==> src/hw/rtl/rct_pkg.sv <==
// ----------------------------------------------------------------------------
// rct_pkg
// Shared types, constants and the standard genetic code table for the RNA
// codon translator.
// ----------------------------------------------------------------------------
package rct_pkg;

    // Base index of one kept character: U, C, A, G, or anything else.
    typedef logic [2:0] t_base;
    typedef logic [4:0] t_amino;

    localparam t_base BASE_U     = 3'd0;
    localparam t_base BASE_C     = 3'd1;
    localparam t_base BASE_A     = 3'd2;
    localparam t_base BASE_G     = 3'd3;
    localparam t_base BASE_OTHER = 3'd4;

    localparam t_amino AMINO_MET     = 5'd10;
    localparam t_amino AMINO_STOP    = 5'd20;
    localparam t_amino AMINO_UNKNOWN = 5'd21;

    localparam logic [7:0] CHAR_SPACE   = 8'h20;
    localparam logic [7:0] CHAR_CR      = 8'h0D;
    localparam logic [7:0] CHAR_LF      = 8'h0A;
    localparam logic [7:0] CHAR_LOWER_A = 8'h61;
    localparam logic [7:0] CHAR_LOWER_Z = 8'h7A;
    localparam logic [7:0] CHAR_CASE    = 8'h20;
    localparam logic [7:0] CHAR_U       = 8'h55;
    localparam logic [7:0] CHAR_C       = 8'h43;
    localparam logic [7:0] CHAR_A       = 8'h41;
    localparam logic [7:0] CHAR_G       = 8'h47;

    // Indexed by {first, second, third} base with U=0, C=1, A=2, G=3.
    localparam t_amino GENETIC_CODE [64] = '{
        5'd4,  5'd4,  5'd9,  5'd9,  5'd15, 5'd15, 5'd15, 5'd15,
        5'd19, 5'd19, 5'd20, 5'd20, 5'd1,  5'd1,  5'd20, 5'd18,
        5'd9,  5'd9,  5'd9,  5'd9,  5'd12, 5'd12, 5'd12, 5'd12,
        5'd6,  5'd6,  5'd13, 5'd13, 5'd14, 5'd14, 5'd14, 5'd14,
        5'd7,  5'd7,  5'd7,  5'd10, 5'd16, 5'd16, 5'd16, 5'd16,
        5'd11, 5'd11, 5'd8,  5'd8,  5'd15, 5'd15, 5'd14, 5'd14,
        5'd17, 5'd17, 5'd17, 5'd17, 5'd0,  5'd0,  5'd0,  5'd0,
        5'd2,  5'd2,  5'd3,  5'd3,  5'd5,  5'd5,  5'd5,  5'd5
    };

    // Folds a lower-case letter and maps the character to its base index.
    function automatic t_base base_of(input logic [7:0] ch);
        logic [7:0] up;
        t_base      b;
        up = ch;
        if (ch >= CHAR_LOWER_A && ch <= CHAR_LOWER_Z) begin
            up = ch - CHAR_CASE;
        end
        case (up)
            CHAR_U:  b = BASE_U;
            CHAR_C:  b = BASE_C;
            CHAR_A:  b = BASE_A;
            CHAR_G:  b = BASE_G;
            default: b = BASE_OTHER;
        endcase
        return b;
    endfunction

endpackage

==> src/hw/rtl/rct_codon_lookup.sv <==
// ----------------------------------------------------------------------------
// rct_codon_lookup
// Maps three base indices to an amino-acid code through the standard
// genetic code; any base outside ACGU gives the unknown code.
// ----------------------------------------------------------------------------
module rct_codon_lookup
    import rct_pkg::*;
(
    input  t_base  i_base1,
    input  t_base  i_base2,
    input  t_base  i_base3,
    output t_amino o_code
);

    logic [5:0] codon_idx;

    assign codon_idx = {i_base1[1:0], i_base2[1:0], i_base3[1:0]};

    always_comb begin
        if (i_base1[2] || i_base2[2] || i_base3[2]) begin
            o_code = AMINO_UNKNOWN;
        end else begin
            o_code = GENETIC_CODE[codon_idx];
        end
    end

endmodule

==> src/hw/rtl/rna_codon_translator_core.sv <==
// ----------------------------------------------------------------------------
// rna_codon_translator_core
// Translates an RNA character stream into amino-acid codes.
// ----------------------------------------------------------------------------
// The block takes one character per clock cycle and, when a character
// completes the start codon or a codon after it, presents the amino-acid code
// in the next cycle from an output register. The scan state and the table lookup
// are settled in the same cycle the character is accepted, so the next
// character is taken in the very next cycle; the input stalls only while a
// result sits in the output register and the downstream side is not ready.
// Space, CR and LF are dropped, letters are folded to upper case, and a set
// tuser bit clears the held count and the start and halt flags before its character is handled.
module rna_codon_translator_core
    import rct_pkg::*;
(
    input  logic       i_clk,
    input  logic       i_rst_n,
    input  logic       i_s_tvalid,
    output logic       o_s_tready,
    input  logic [7:0] i_s_tdata,   // [7:0] symbol
    input  logic       i_s_tuser,   // [0] new_sequence
    output logic       o_m_tvalid,
    input  logic       i_m_tready,
    output logic [7:0] o_m_tdata    // [4:0] amino_code, [7:5] zero
);

    t_base      r_held1, r_held2, n_held1, n_held2;
    logic [1:0] r_count, n_count;
    logic       r_translating, n_translating;
    logic       r_halted, n_halted;
    logic       r_out_valid;
    t_amino     r_out_code;

    logic       s_accept;
    logic       dropped;
    t_base      sym_base;
    t_amino     lut_code;
    logic       emit;
    t_amino     emit_code;

    assign o_s_tready = !r_out_valid || i_m_tready;
    assign s_accept   = i_s_tvalid && o_s_tready;
    assign dropped    = (i_s_tdata == CHAR_SPACE) || (i_s_tdata == CHAR_CR) ||
                        (i_s_tdata == CHAR_LF);
    assign sym_base   = base_of(i_s_tdata);

    rct_codon_lookup u_lookup (
        .i_base1 (n_held1),
        .i_base2 (n_held2),
        .i_base3 (sym_base),
        .o_code  (lut_code)
    );

    // The held bases feeding the lookup are the state after an optional
    // sequence clear; a cleared count keeps the lookup result unused.
    always_comb begin
        n_held1       = r_held1;
        n_held2       = r_held2;
        n_count       = r_count;
        n_translating = r_translating;
        n_halted      = r_halted;
        if (i_s_tuser) begin
            n_count       = 2'd0;
            n_translating = 1'b0;
            n_halted      = 1'b0;
        end
    end

    logic [1:0] f_count;
    logic       f_translating, f_halted;
    t_base      f_held1, f_held2;

    always_comb begin
        f_held1       = n_held1;
        f_held2       = n_held2;
        f_count       = n_count;
        f_translating = n_translating;
        f_halted      = n_halted;
        emit          = 1'b0;
        emit_code     = lut_code;
        if (!dropped && !n_halted) begin
            if (!n_translating) begin
                if (n_count == 2'd2 && n_held1 == BASE_A && n_held2 == BASE_U &&
                    sym_base == BASE_G) begin
                    f_translating = 1'b1;
                    f_count       = 2'd0;
                    emit          = 1'b1;
                    emit_code     = AMINO_MET;
                end else begin
                    f_held1 = n_held2;
                    f_held2 = sym_base;
                    if (n_count != 2'd2) begin
                        f_count = n_count + 2'd1;
                    end
                end
            end else if (n_count == 2'd2) begin
                f_count = 2'd0;
                emit    = 1'b1;
                if (lut_code == AMINO_STOP) begin
                    f_halted = 1'b1;
                end
            end else begin
                f_held1 = n_held2;
                f_held2 = sym_base;
                f_count = n_count + 2'd1;
            end
        end
    end

    always_ff @(posedge i_clk) begin
        if (!i_rst_n) begin
            r_count       <= 2'd0;
            r_translating <= 1'b0;
            r_halted      <= 1'b0;
            r_out_valid   <= 1'b0;
        end else begin
            if (s_accept) begin
                r_count       <= f_count;
                r_translating <= f_translating;
                r_halted      <= f_halted;
            end
            if (s_accept && emit) begin
                r_out_valid <= 1'b1;
            end else if (i_m_tready) begin
                r_out_valid <= 1'b0;
            end
        end
    end

    always_ff @(posedge i_clk) begin
        if (s_accept) begin
            r_held1 <= f_held1;
            r_held2 <= f_held2;
        end
        if (s_accept && emit) begin
            r_out_code <= emit_code;
        end
    end

    assign o_m_tvalid = r_out_valid;
    assign o_m_tdata  = {3'b000, r_out_code};

    a_count_range: assert property (@(posedge i_clk) disable iff (!i_rst_n)
        r_count != 2'd3)
        else $error("held count out of range");

    a_halt_needs_start: assert property (@(posedge i_clk) disable iff (!i_rst_n)
        r_halted |-> r_translating)
        else $error("halted without a start codon");

    a_code_range: assert property (@(posedge i_clk) disable iff (!i_rst_n)
        r_out_valid |-> (r_out_code <= AMINO_UNKNOWN))
        else $error("amino code out of range");

    a_halt_on_stop: assert property (@(posedge i_clk) disable iff (!i_rst_n)
        $rose(r_halted) |-> (r_out_valid && r_out_code == AMINO_STOP))
        else $error("halt without a stop result");

    a_start_emits_met: assert property (@(posedge i_clk) disable iff (!i_rst_n)
        ($rose(r_translating) && !r_halted) |-> (r_out_valid && r_out_code == AMINO_MET))
        else $error("start codon without Met result");

endmodule
==> config.mk <==
export PLATFORM = sky130hd
export DESIGN_NAME = rna_codon_translator_core
export DESIGN_NICKNAME = d
export VERILOG_FILES = /design/src/hw/rtl/rct_pkg.sv /design/src/hw/rtl/rct_codon_lookup.sv /design/src/hw/rtl/rna_codon_translator_core.sv
export SDC_FILE = /design/constraint.sdc
export NUM_CORES = 1
export LEC_CHECK = 0
export ABC_AREA = 1
export BUFFER_PORTS_ARGS = -buffer_cell sky130_fd_sc_hd__buf_2
export CORE_ASPECT_RATIO = 0.6
export CORE_UTILIZATION = 46
export CTS_CLUSTER_SIZE = 40
export DETAILED_ROUTE_END_ITERATION = 16
export HOLD_SLACK_MARGIN = 0.06
export PLACE_DENSITY = 0.65
export SLEW_MARGIN = 20
export SYNTH_ARGS = -nofsm -noshare
export SYNTH_HDL_FRONTEND = slang
export SYNTH_SLANG_ARGS = --single-unit
==> constraint.sdc <==
create_clock -name i_clk -period 3 [get_ports i_clk]
set_input_delay 0.9 -clock i_clk [delete_from_list [all_inputs] [get_ports i_clk]]
set_output_delay 0.9 -clock i_clk [all_outputs]
set_load 0.03 [all_outputs]
---- After elaboration in Yosys (flattened, before gate mapping) ----
Memories as Yosys holds them, arrays and structs flattened.
Cells that the tools add are included.
storage, ports and cells
  flip-flop bits (word level) ............. 16
  memory bits (read-only) ................. 320
  input port bits ......................... 13
  output and inout port bits .............. 10
  word-level logic and storage cells ...... 80
  memories ................................ 1
operators by class
  add/subtract/negate cells ............... 2
  magnitude comparators ................... 3
  eq/ne operators ......................... 14
  muxes and demuxes ....................... 34
  bitwise gates (word level) .............. 1
  reductions and logical operators ........ 18
memories
  memory            depth  bits a word  read ports  clocked after memory_dff  wr ports  RTL line                source
  (name not given)  64     5            1           0                         0         rct_codon_lookup.sv:23  o_code = GENETIC_CODE[codon_idx];
operators with widths
  cell                                                                                 count
  8-bit by 7-bit == test with 1-bit output, second input constant                      4
  5-bit 2-to-1 mux                                                                     6
  3-bit 2-to-1 mux                                                                     6
  8-bit by 4-bit == test with 1-bit output, second input constant                      2
  1-bit 2-to-1 mux                                                                     14
  2-bit 2-to-1 mux                                                                     6
  3-bit one-hot mux with 4 select lines                                                1
  8-bit by 6-bit == test with 1-bit output, second input constant                      1
  8-bit by 7-bit greater-or-equal comparator with 1-bit output, second input constant  1
  8-bit by 7-bit <= comparator with 1-bit output, second input constant                1
  8-bit 2-to-1 mux                                                                     1
  8-bit by 6-bit subtractor with 8-bit output, second input constant                   1
  7-bit greater-or-equal comparator, second input constant                             1
  1-bit logical AND                                                                    7
  6-bit NOT with 7-bit output                                                          1
  3-bit by 2-bit == test with 1-bit output, second input constant                      2
  2-bit inequality test, second input constant                                         3
  5-bit == test, second input constant                                                 1
  1-bit logical OR                                                                     5
  4-bit AND reduction                                                                  1
  1-bit logical NOT                                                                    3
  3-bit logical NOT                                                                    1
  2-bit by 1-bit adder with 2-bit output, second input constant                        1
  2-bit == test, second input constant                                                 1
  2-bit nonzero test                                                                   1

---- Longest topological paths before layout ----
Gate-level depths: netlist of the first run.
  word-level depth ........................ 15
  depth in mapped cells ................... 17
  depth with buffers taken out ............ 16

---- Hierarchy ----
Synthesis of the first run repeated with hierarchy kept, for this count alone.
second synthesis, totals
  cells, all modules ...................... 201
  area total of the unflattened synthesis .. 1366.3 µm²
by module, submodules not included
  module                     times used  cells each  area each (µm²)  seq. area each (µm²)
  rna_codon_translator_core  1           139         1083.5           430.4
  rct_codon_lookup           1           62          282.8            0.0

---- Worst setup path before layout of the first run ----
No wires, ideal clock.
  path type ............................... input to register
  from .................................... input port i_s_tdata[5]
  to ...................................... register r_out_code[0] (enable)
  library setup time ...................... 0.313 ns
  arrival ................................. 2.120 ns
  required time ........................... 2.687 ns
  slack ................................... 0.568 ns
  cell stages on the path ................. 11
  path buffers ............................ 0
  cells stage by stage .................... inv_1 > ha_1 > inv_1 > nand2_1 > nand4_1 > nand3_2 > nor2_4 > nand3_1 > nor2_1 > nand2_1 > nand2_1
on the way
  longest elaborated chain between the ends .. 11
  elaborated cells between the ends (all ways) .. 23
  those cells by class .................... add/sub (1); order compare (2); eq/ne (8); mux (5); reduce/logical (7)
ends and longest elaborated chain
  what                                                                                                                            RTL line                          source
  from (decl)                                                                                                                     rna_codon_translator_core.sv:20   input logic [7:0] i_s_tdata,
  8-bit by 7-bit greater-or-equal comparator with 1-bit output or 8-bit by 7-bit <= comparator with 1-bit output (tied branches)  rct_pkg.sv:50                     if (ch >= CHAR_LOWER_A && ch <= CHAR_LOWER_Z) begin
  1-bit logical AND                                                                                                               rct_pkg.sv:50
  8-bit 2-to-1 mux                                                                                                                rct_pkg.sv:50
  8-bit by 7-bit == test with 1-bit output                                                                                        rct_pkg.sv:53                     case (up)
  3-bit one-hot mux with 4 select lines                                                                                           rct_pkg.sv:53
  3-bit by 2-bit == test with 1-bit output                                                                                        rna_codon_translator_core.sv:84   sym_base == BASE_G) begin
  1-bit logical AND                                                                                                               rna_codon_translator_core.sv:83   if (n_count == 2'd2 && n_held1 == BASE_A && n_held2 == BASE_U &&
  1-bit 2-to-1 mux                                                                                                                rna_codon_translator_core.sv:83
  1-bit 2-to-1 mux                                                                                                                rna_codon_translator_core.sv:82   if (!n_translating) begin
  1-bit 2-to-1 mux (*)                                                                                                            rna_codon_translator_core.sv:81   if (!dropped && !n_halted) begin
  1-bit logical AND (*)                                                                                                           rna_codon_translator_core.sv:135  if (s_accept && emit) begin
  to (signal assigned)                                                                                                            rna_codon_translator_core.sv:136  r_out_code <= emit_code;
  to (decl)                                                                                                                       rna_codon_translator_core.sv:32   t_amino r_out_code;
Every way passes the cells marked *; elsewhere a longest branch is shown, timed or not.
A chain may end at the register's enable or synchronous reset.

---- Worst setup path in the final report of the first run ----
  from .................................... input port i_s_tdata[5]
  to ...................................... register r_out_code[1] (enable)
Same word-level chain as after synthesis.

==> results by group, run 1 <==
Detailed routing
  • # DRC: 0
  • Detailed Route WL: 2.926 mm
  • DR WL/cell: 12.19 um
  • Drt initial violations: 155
  • Final ANT Viol Nets: 0
  • Vias/cell: 5.325
  • TritonRoute pass-1 iters: 4
  • DR vias: 1,278

Place
  • Cells after DPL: 236
  • Detailed Place HPWL: 2.310 mm
  • Place WS: 0.1721 ns
  • Final GP Congestion: 0.9380
  • Port Buf Inserts: 19
  • Dpl cell area: 1376 um2

Outcome
  • Outcome: completed

Critical path
  • Max FO, Critical Path: 5
  • Crit path from: i_s_tdata[5]
  • Most used cell, CP: nand2_1
  • Worst r2r src: n_held2[0]$_DFFE_PP_
  • Setup CP Type: input port to flop
  • Startpoint types: input port
  • Crit path max-delay family: simple AND/OR/NAND/NOR gates
  • Worst Path Required: 2.94 ns
  • Slowest cell on the critical path: ha_1
  • Critical path's largest stage delay: 0.29 ns
  • Worst Path Arrival: 2.51 ns
  • Crit end category: flop
  • CP Buf/Inv Count: 3
  • CP Cell Sequence: buf_2 > inv_1 > ha_1 > inv_1 > nand2_1 > nand4_1 > nand3_2 > nor2_4 > nand3_1 > nor2_1 > nand2_1 > nand2_1

Pwr
  • Switching pwr: 0.1456 mW
  • Logic pwr share: 17.6%
  • Clock power frac: 33.1%
  • Power Total: 0.5065 mW
  • Power density cells: 356.4 nW/um2
  • Reg power frac: 49.3%
  • Sw Share: 28.75%
  • Pint: 0.3609 mW
  • LEAKAGE: 0.7038 nW
  • Max rail drop VDD: 0.2027 mV

Min path
  • Worst Hold Class: flop to flop
  • Min-Delay Startpoint: n_held2[2]$_DFFE_PP_

Job
  • Max-cap viol count: 0

Timing
  • Final hold vios: 0
  • Fin crit share: 85.77%
  • Final Critical Period: 2.573 ns
  • Clk_skew: 0.004603 ns
  • Max Slew Vio Count: 0
  • Post-route setup TNS: 0 ns
  • RSZ-0062 raised after global routing: false
  • Highest Clock Rate: 0.3886 GHz
  • Final Setup Violations: 0
  • Hold WS: 0.4576 ns
  • Final WS setup: 0.4269 ns

Finish
  • Final core utilization: 55.20%
  • Finished layout cell area: 1421 um2
  • Commonest non-fill, non-tap cell in the layout: nand2_1
  • Non-filler cells, final: 240
  • Diode count: 0
  • Share of layout cells above drive strength 1: 16.83%
  • Most frequent cells in the layout: nand2_1 (48), inv_1 (30), nor2_1 (23)
  • Area grow syn2layout: 10.83%
  • Fin nets: 227

Synth
  • Synth area leaders: edfxtp_1 (26%), nand2_1 (14%), inv_1 (8.8%)
  • Synth area leader: edfxtp_1
  • Yosys warns: 0
  • Synthesized area per cell: 6.786 um2
  • Yosys cell types: 29
  • Post-synthesis cell count: 189
  • Number of synthesized register bits: 16
  • Mapped cell area: 1282 um2
  • Synth top area share: 25.76%
  • Sequential fraction of the synthesis area: 33.56%

Clock network
  • CTS root buf: clkbuf_8
  • CTS buffer count: 3
  • Htree depth: 1
  • Post-cts sizing count: 0
  • Clock sinks: 16
  • Worst skew pair latency: 0.25 ns
  • Cts hold-fix bufs: 0
  • Clock Path Buffers: 2
  • Post-CTS Setup Repair Bufs: 0
  • Worst-path clk slew: 0.07 ns
  • CTS tree: built

Floorplan
  • IO Count: 23
  • Die X: 70.17 um
  • # rows: 14
  • Initial Utilization: 49.81%
  • Die H: 42.90 um
  • Total die area: 3010 um2
  • Core Box Area: 2575 um2

Global routing
  • Grt ovf: 0
  • Antenna violations before repair: 0
  • Global-route wire length before repair: 4.712 mm
  • Vias in the first global route: 1,106
  • Pin count of the biggest net entering global routing: 11
  • Tot GR Track Use: 19.81%
==> final timing paths <==
path | to | slack [ns] | cells after the start
setup / recovery | r_out_code[1]$_DFFE_PP_ | 0.43 | 12
hold / removal | n_held1[2]$_DFFE_PP_ | 0.46 | 0
setup reg to reg | r_out_code[1]$_DFFE_PP_ | 1.14 | 7
hold reg to reg | n_held1[2]$_DFFE_PP_ | 0.46 | 0
==> layout make-up <==
class                      instances  area (um2)
clock buffer                       3       41.29
clock inverter                     1       3.754
fill                             247        1154
inverter                          32       120.1
multi-input combinational        137       690.7
sequential                        16       430.4
tap                               32       40.04
timing repair buffer              19       95.09
==> cell usage after synthesis <==
master and number:
buf_6 2, dfxtp_1 5, nor2_1 23, nor4_1 2, conb_1 1, a21oi_4 1, nor2_2 1, edfxtp_1 11
nand2_2 5, o21ai_0 7, inv_2 2, a21oi_1 10, nand3_1 15, o2111ai_1 1, a31oi_1 1, inv_1 30
o31ai_1 1, a21oi_2 1, clkbuf_1 1, nor2_4 1, a211oi_1 1, nand4_1 4, nand3_2 1, ha_1 5
nand2_1 48, nor3b_1 1, buf_4 3, nand2_4 1, nor3_1 4
==> state kept, by name, indices dropped and copies added (netlist names) <==
signal and flops:
r_halted 1, r_translating 1, o_m_tvalid 1, r_count 2, n_held2 3, n_held1 3, r_out_code 5
==> power groups by stage <==
| stage | registers (mW) | logic [mW] | clock network [mW] |
|---|---|---|---|
| global route | 0.251 | 0.0988 | 0.181 |
| global placement | 0.254 | 0.0828 | 0 |
| floorplan | 0.250 | 0.0707 | 0 |
| CTS | 0.250 | 0.0871 | 0.171 |
| detailed placement | 0.255 | 0.0864 | 0 |
| finish | 0.250 | 0.0890 | 0.168 |
==> layer usage <==
| metal | GRT usage [%] | wire length (um) | up-vias |
|---|---|---|---|
| met5 | 0 | 0 | - |
| met3 | 5.701 | 226 | 10 |
| met1 | 26.84 | 1400 | 572 |
| met4 | 7.200 | 57 | 0 |
| met2 | 30.19 | 1241 | 55 |
| li1 | - | - | 641 |
==> cells by family (layout without fill, tap and decap cells) <==
family / Yosys count / after routing / share of synthesized area [%]
buf+inv: 38 / 55 / 13.17
simple gates: 106 / 106 / 37.17
other cells: 1 / 3 / 0.2924
compound gates: 23 / 23 / 10.93
fa+ha+maj: 5 / 5 / 4.878
flops: 16 / 16 / 33.56
Power figures use the tool's default switching activity.
==> inputs of run 2 (changes only) <==
--- a/config.mk
+++ b/config.mk
@@ -13,6 +13,7 @@
 export DETAILED_ROUTE_END_ITERATION = 16
 export HOLD_SLACK_MARGIN = 0.06
 export PLACE_DENSITY = 0.65
+export REMOVE_ABC_BUFFERS = 1
 export SLEW_MARGIN = 20
 export SYNTH_ARGS = -nofsm -noshare
 export SYNTH_HDL_FRONTEND = slang
==> run 2 against run 1 <==
Compared with the run above: maximum frequency shrank 0.30%; combinational power shrank 1%; first-iteration DRC count shrank 23%; critical endpoint unchanged.
==> results by group, run 2 (synthesis results as in run 1) <==
Clock network
  • Post-CTS Setup Repair Bufs: 0 (unchanged)
  • CTS tree: built
  • Cts hold-fix bufs: 0 (unchanged)
  • Htree depth: 1 (unchanged)
  • CTS root buf: clkbuf_8
  • Worst skew pair latency: 0.26 ns (about the same)
  • CTS buffer count: 3 (unchanged)
  • Clock Path Buffers: 2 (unchanged)
  • Clock sinks: 16 (unchanged)
  • Post-cts sizing count: 0 (unchanged)
  • Worst-path clk slew: 0.07 ns (about the same)

Pwr
  • Clock power frac: 33.8% (+0.7 points)
  • Pint: 0.3609 mW (about the same)
  • Reg power frac: 49.0% (-0.3 points)
  • Sw Share: 29.37% (+0.63 points)
  • Logic pwr share: 17.2% (-0.4 points)
  • LEAKAGE: 0.7038 nW (unchanged)
  • Max rail drop VDD: 0.2718 mV (+34%)
  • Power density cells: 359.6 nW/um2 (+0.90%)
  • Switching pwr: 0.1501 mW (+3.1%)

Timing
  • Final hold vios: 0 (unchanged)
  • Post-route setup TNS: 0 ns (unchanged)
  • Final Critical Period: 2.581 ns (+0.007729 ns)
  • Highest Clock Rate: 0.3875 GHz (-0.30%)
  • Clk_skew: 0.003558 ns (-0.001046 ns)
  • Fin crit share: 86.03% (+0.26 points)
  • RSZ-0062 raised after global routing: false
  • Max Slew Vio Count: 0 (unchanged)
  • Final Setup Violations: 0 (unchanged)

Detailed routing
  • # DRC: 0 (unchanged)
  • DR vias: 1,261 (-1.3%)
  • Drt initial violations: 120 (-23%)
  • Vias/cell: 5.254 (-1.3%)
  • TritonRoute pass-1 iters: 4 (unchanged)
  • Final ANT Viol Nets: 0 (unchanged)
  • Detailed Route WL: 2.995 mm (+2.4%)
  • DR WL/cell: 12.48 um (+2.4%)

Place
  • Cells after DPL: 236 (unchanged)
  • Port Buf Inserts: 19 (unchanged)
  • Detailed Place HPWL: 2.316 mm (+0.25%)
  • Final GP Congestion: 0.9217 (-1.7%)

Min path
  • Worst Hold Class: flop to flop

Finish
  • Non-filler cells, final: 240 (unchanged)
  • Commonest non-fill, non-tap cell in the layout: nand2_1
  • Most flop-heavy register: r_out_code
  • Most frequent cells in the layout: nand2_1 (48), inv_1 (30), nor2_1 (23)
  • Number of flip-flops in the largest register: 5 (unchanged)
  • Diode count: 0 (unchanged)
  • Share of layout cells above drive strength 1: 16.83% (unchanged)
  • Final core utilization: 55.20% (unchanged)
  • Area grow syn2layout: 10.83% (unchanged)
  • Fin nets: 227 (unchanged)

Global routing
  • Grt ovf: 0 (unchanged)
  • Vias in the first global route: 1,075 (-2.8%)
  • Pin count of the biggest net entering global routing: 11 (unchanged)
  • Tot GR Track Use: 20.93% (+1.1 points)
  • Antenna violations before repair: 0 (unchanged)
  • Global-route wire length before repair: 4.774 mm (+1.3%)

Critical path
  • Max FO, Critical Path: 5 (unchanged)
  • Worst Path Required: 2.94 ns (about the same)
  • Critical path's largest stage delay: 0.28 ns (about the same)
  • Crit end category: flop
  • Worst Path Arrival: 2.53 ns (+0.02 ns)
  • Setup CP Type: input port to flop
  • Most used cell, CP: nand2_1
  • Crit path max-delay family: simple AND/OR/NAND/NOR gates
  • CP Buf/Inv Count: 3 (unchanged)
  • Slowest cell on the critical path: ha_1
  • Startpoint types: input port
  • CP Cell Sequence: buf_2 > inv_1 > ha_1 > inv_1 > nand2_1 > nand4_1 > nand3_2 > nor2_4 > nand3_1 > nor2_1 > nand2_1 > nand2_1

Job
  • Max-cap viol count: 0 (unchanged)

Floorplan
  • Core Box Area: 2575 um2 (unchanged)
  • Die X: 70.17 um (unchanged)
  • Total die area: 3010 um2 (unchanged)
  • Initial Utilization: 49.81% (unchanged)
  • IO Count: 23 (unchanged)
  • Die H: 42.90 um (unchanged)
  • # rows: 14 (unchanged)

Outcome
  • Outcome: completed
## run 2: cell type report
class	count	area [um2]
inverter	32	120.1
sequential	16	430.4
multi-input combinational	137	690.7
tap	32	40.04
fill	260	1154
clock buffer	3	41.29
timing repair buffer	19	95.09
clock inverter	1	3.754
## run 2: power by group through the flow
stage,Combinational [mW],Clock (mW),Sequential (mW)
floorplan,0.0608,0,0.252
global placement,0.0828,0,0.255
detailed placement,0.0858,0,0.255
CTS,0.0869,0.177,0.250
global route,0.0989,0.182,0.251
finish,0.0881,0.173,0.250
## run 2: worst reg2reg max path, stage by stage (launching register included)
cell and delay [ns]:
edfxtp_1 0.52, nor2_1 0.14, inv_1 0.10, nor2_1 0.14, nand4_1 0.09, nor2_1 0.20, nand2_1 0.13, nand2_1 0.22
## run 2: stage by stage
stage               power (mW)  worst slack [ns]  hold WS [ns]  area (um2)
global placement        0.3373            0.3171        0.4289        1376
global route            0.5320            0.2837        0.4831        1421
detailed placement      0.3406            0.1634        0.4518        1376
finish                  0.5111            0.4192        0.4553        1421
CTS                     0.5142            0.4415        0.4617        1421
floorplan               0.3132            0.5675        0.4275        1241
## run 2: worst paths after layout
kind | end | startpoint | cells after the start | slack [ns]
hold reg to reg | n_held1[2]$_DFFE_PP_ | n_held2[2]$_DFFE_PP_ | 0 | 0.46
setup / recovery | r_out_code[1]$_DFFE_PP_ | i_s_tdata[5] | 12 | 0.42
hold / removal | n_held1[2]$_DFFE_PP_ | n_held2[2]$_DFFE_PP_ | 0 | 0.46
setup reg to reg | r_out_code[1]$_DFFE_PP_ | n_held2[0]$_DFFE_PP_ | 7 | 1.15
## run 2: metal layers
metal | track usage, % | vias up | wire length, um | part of all wire, %
met5 | 0 | - | 0 | 0
met4 | 10.40 | 0 | 68 | 2.3
met3 | 5.226 | 9 | 187 | 6.2
met2 | 33.46 | 49 | 1291 | 43
met1 | 26.63 | 563 | 1448 | 48
li1 | - | 640 | - | -
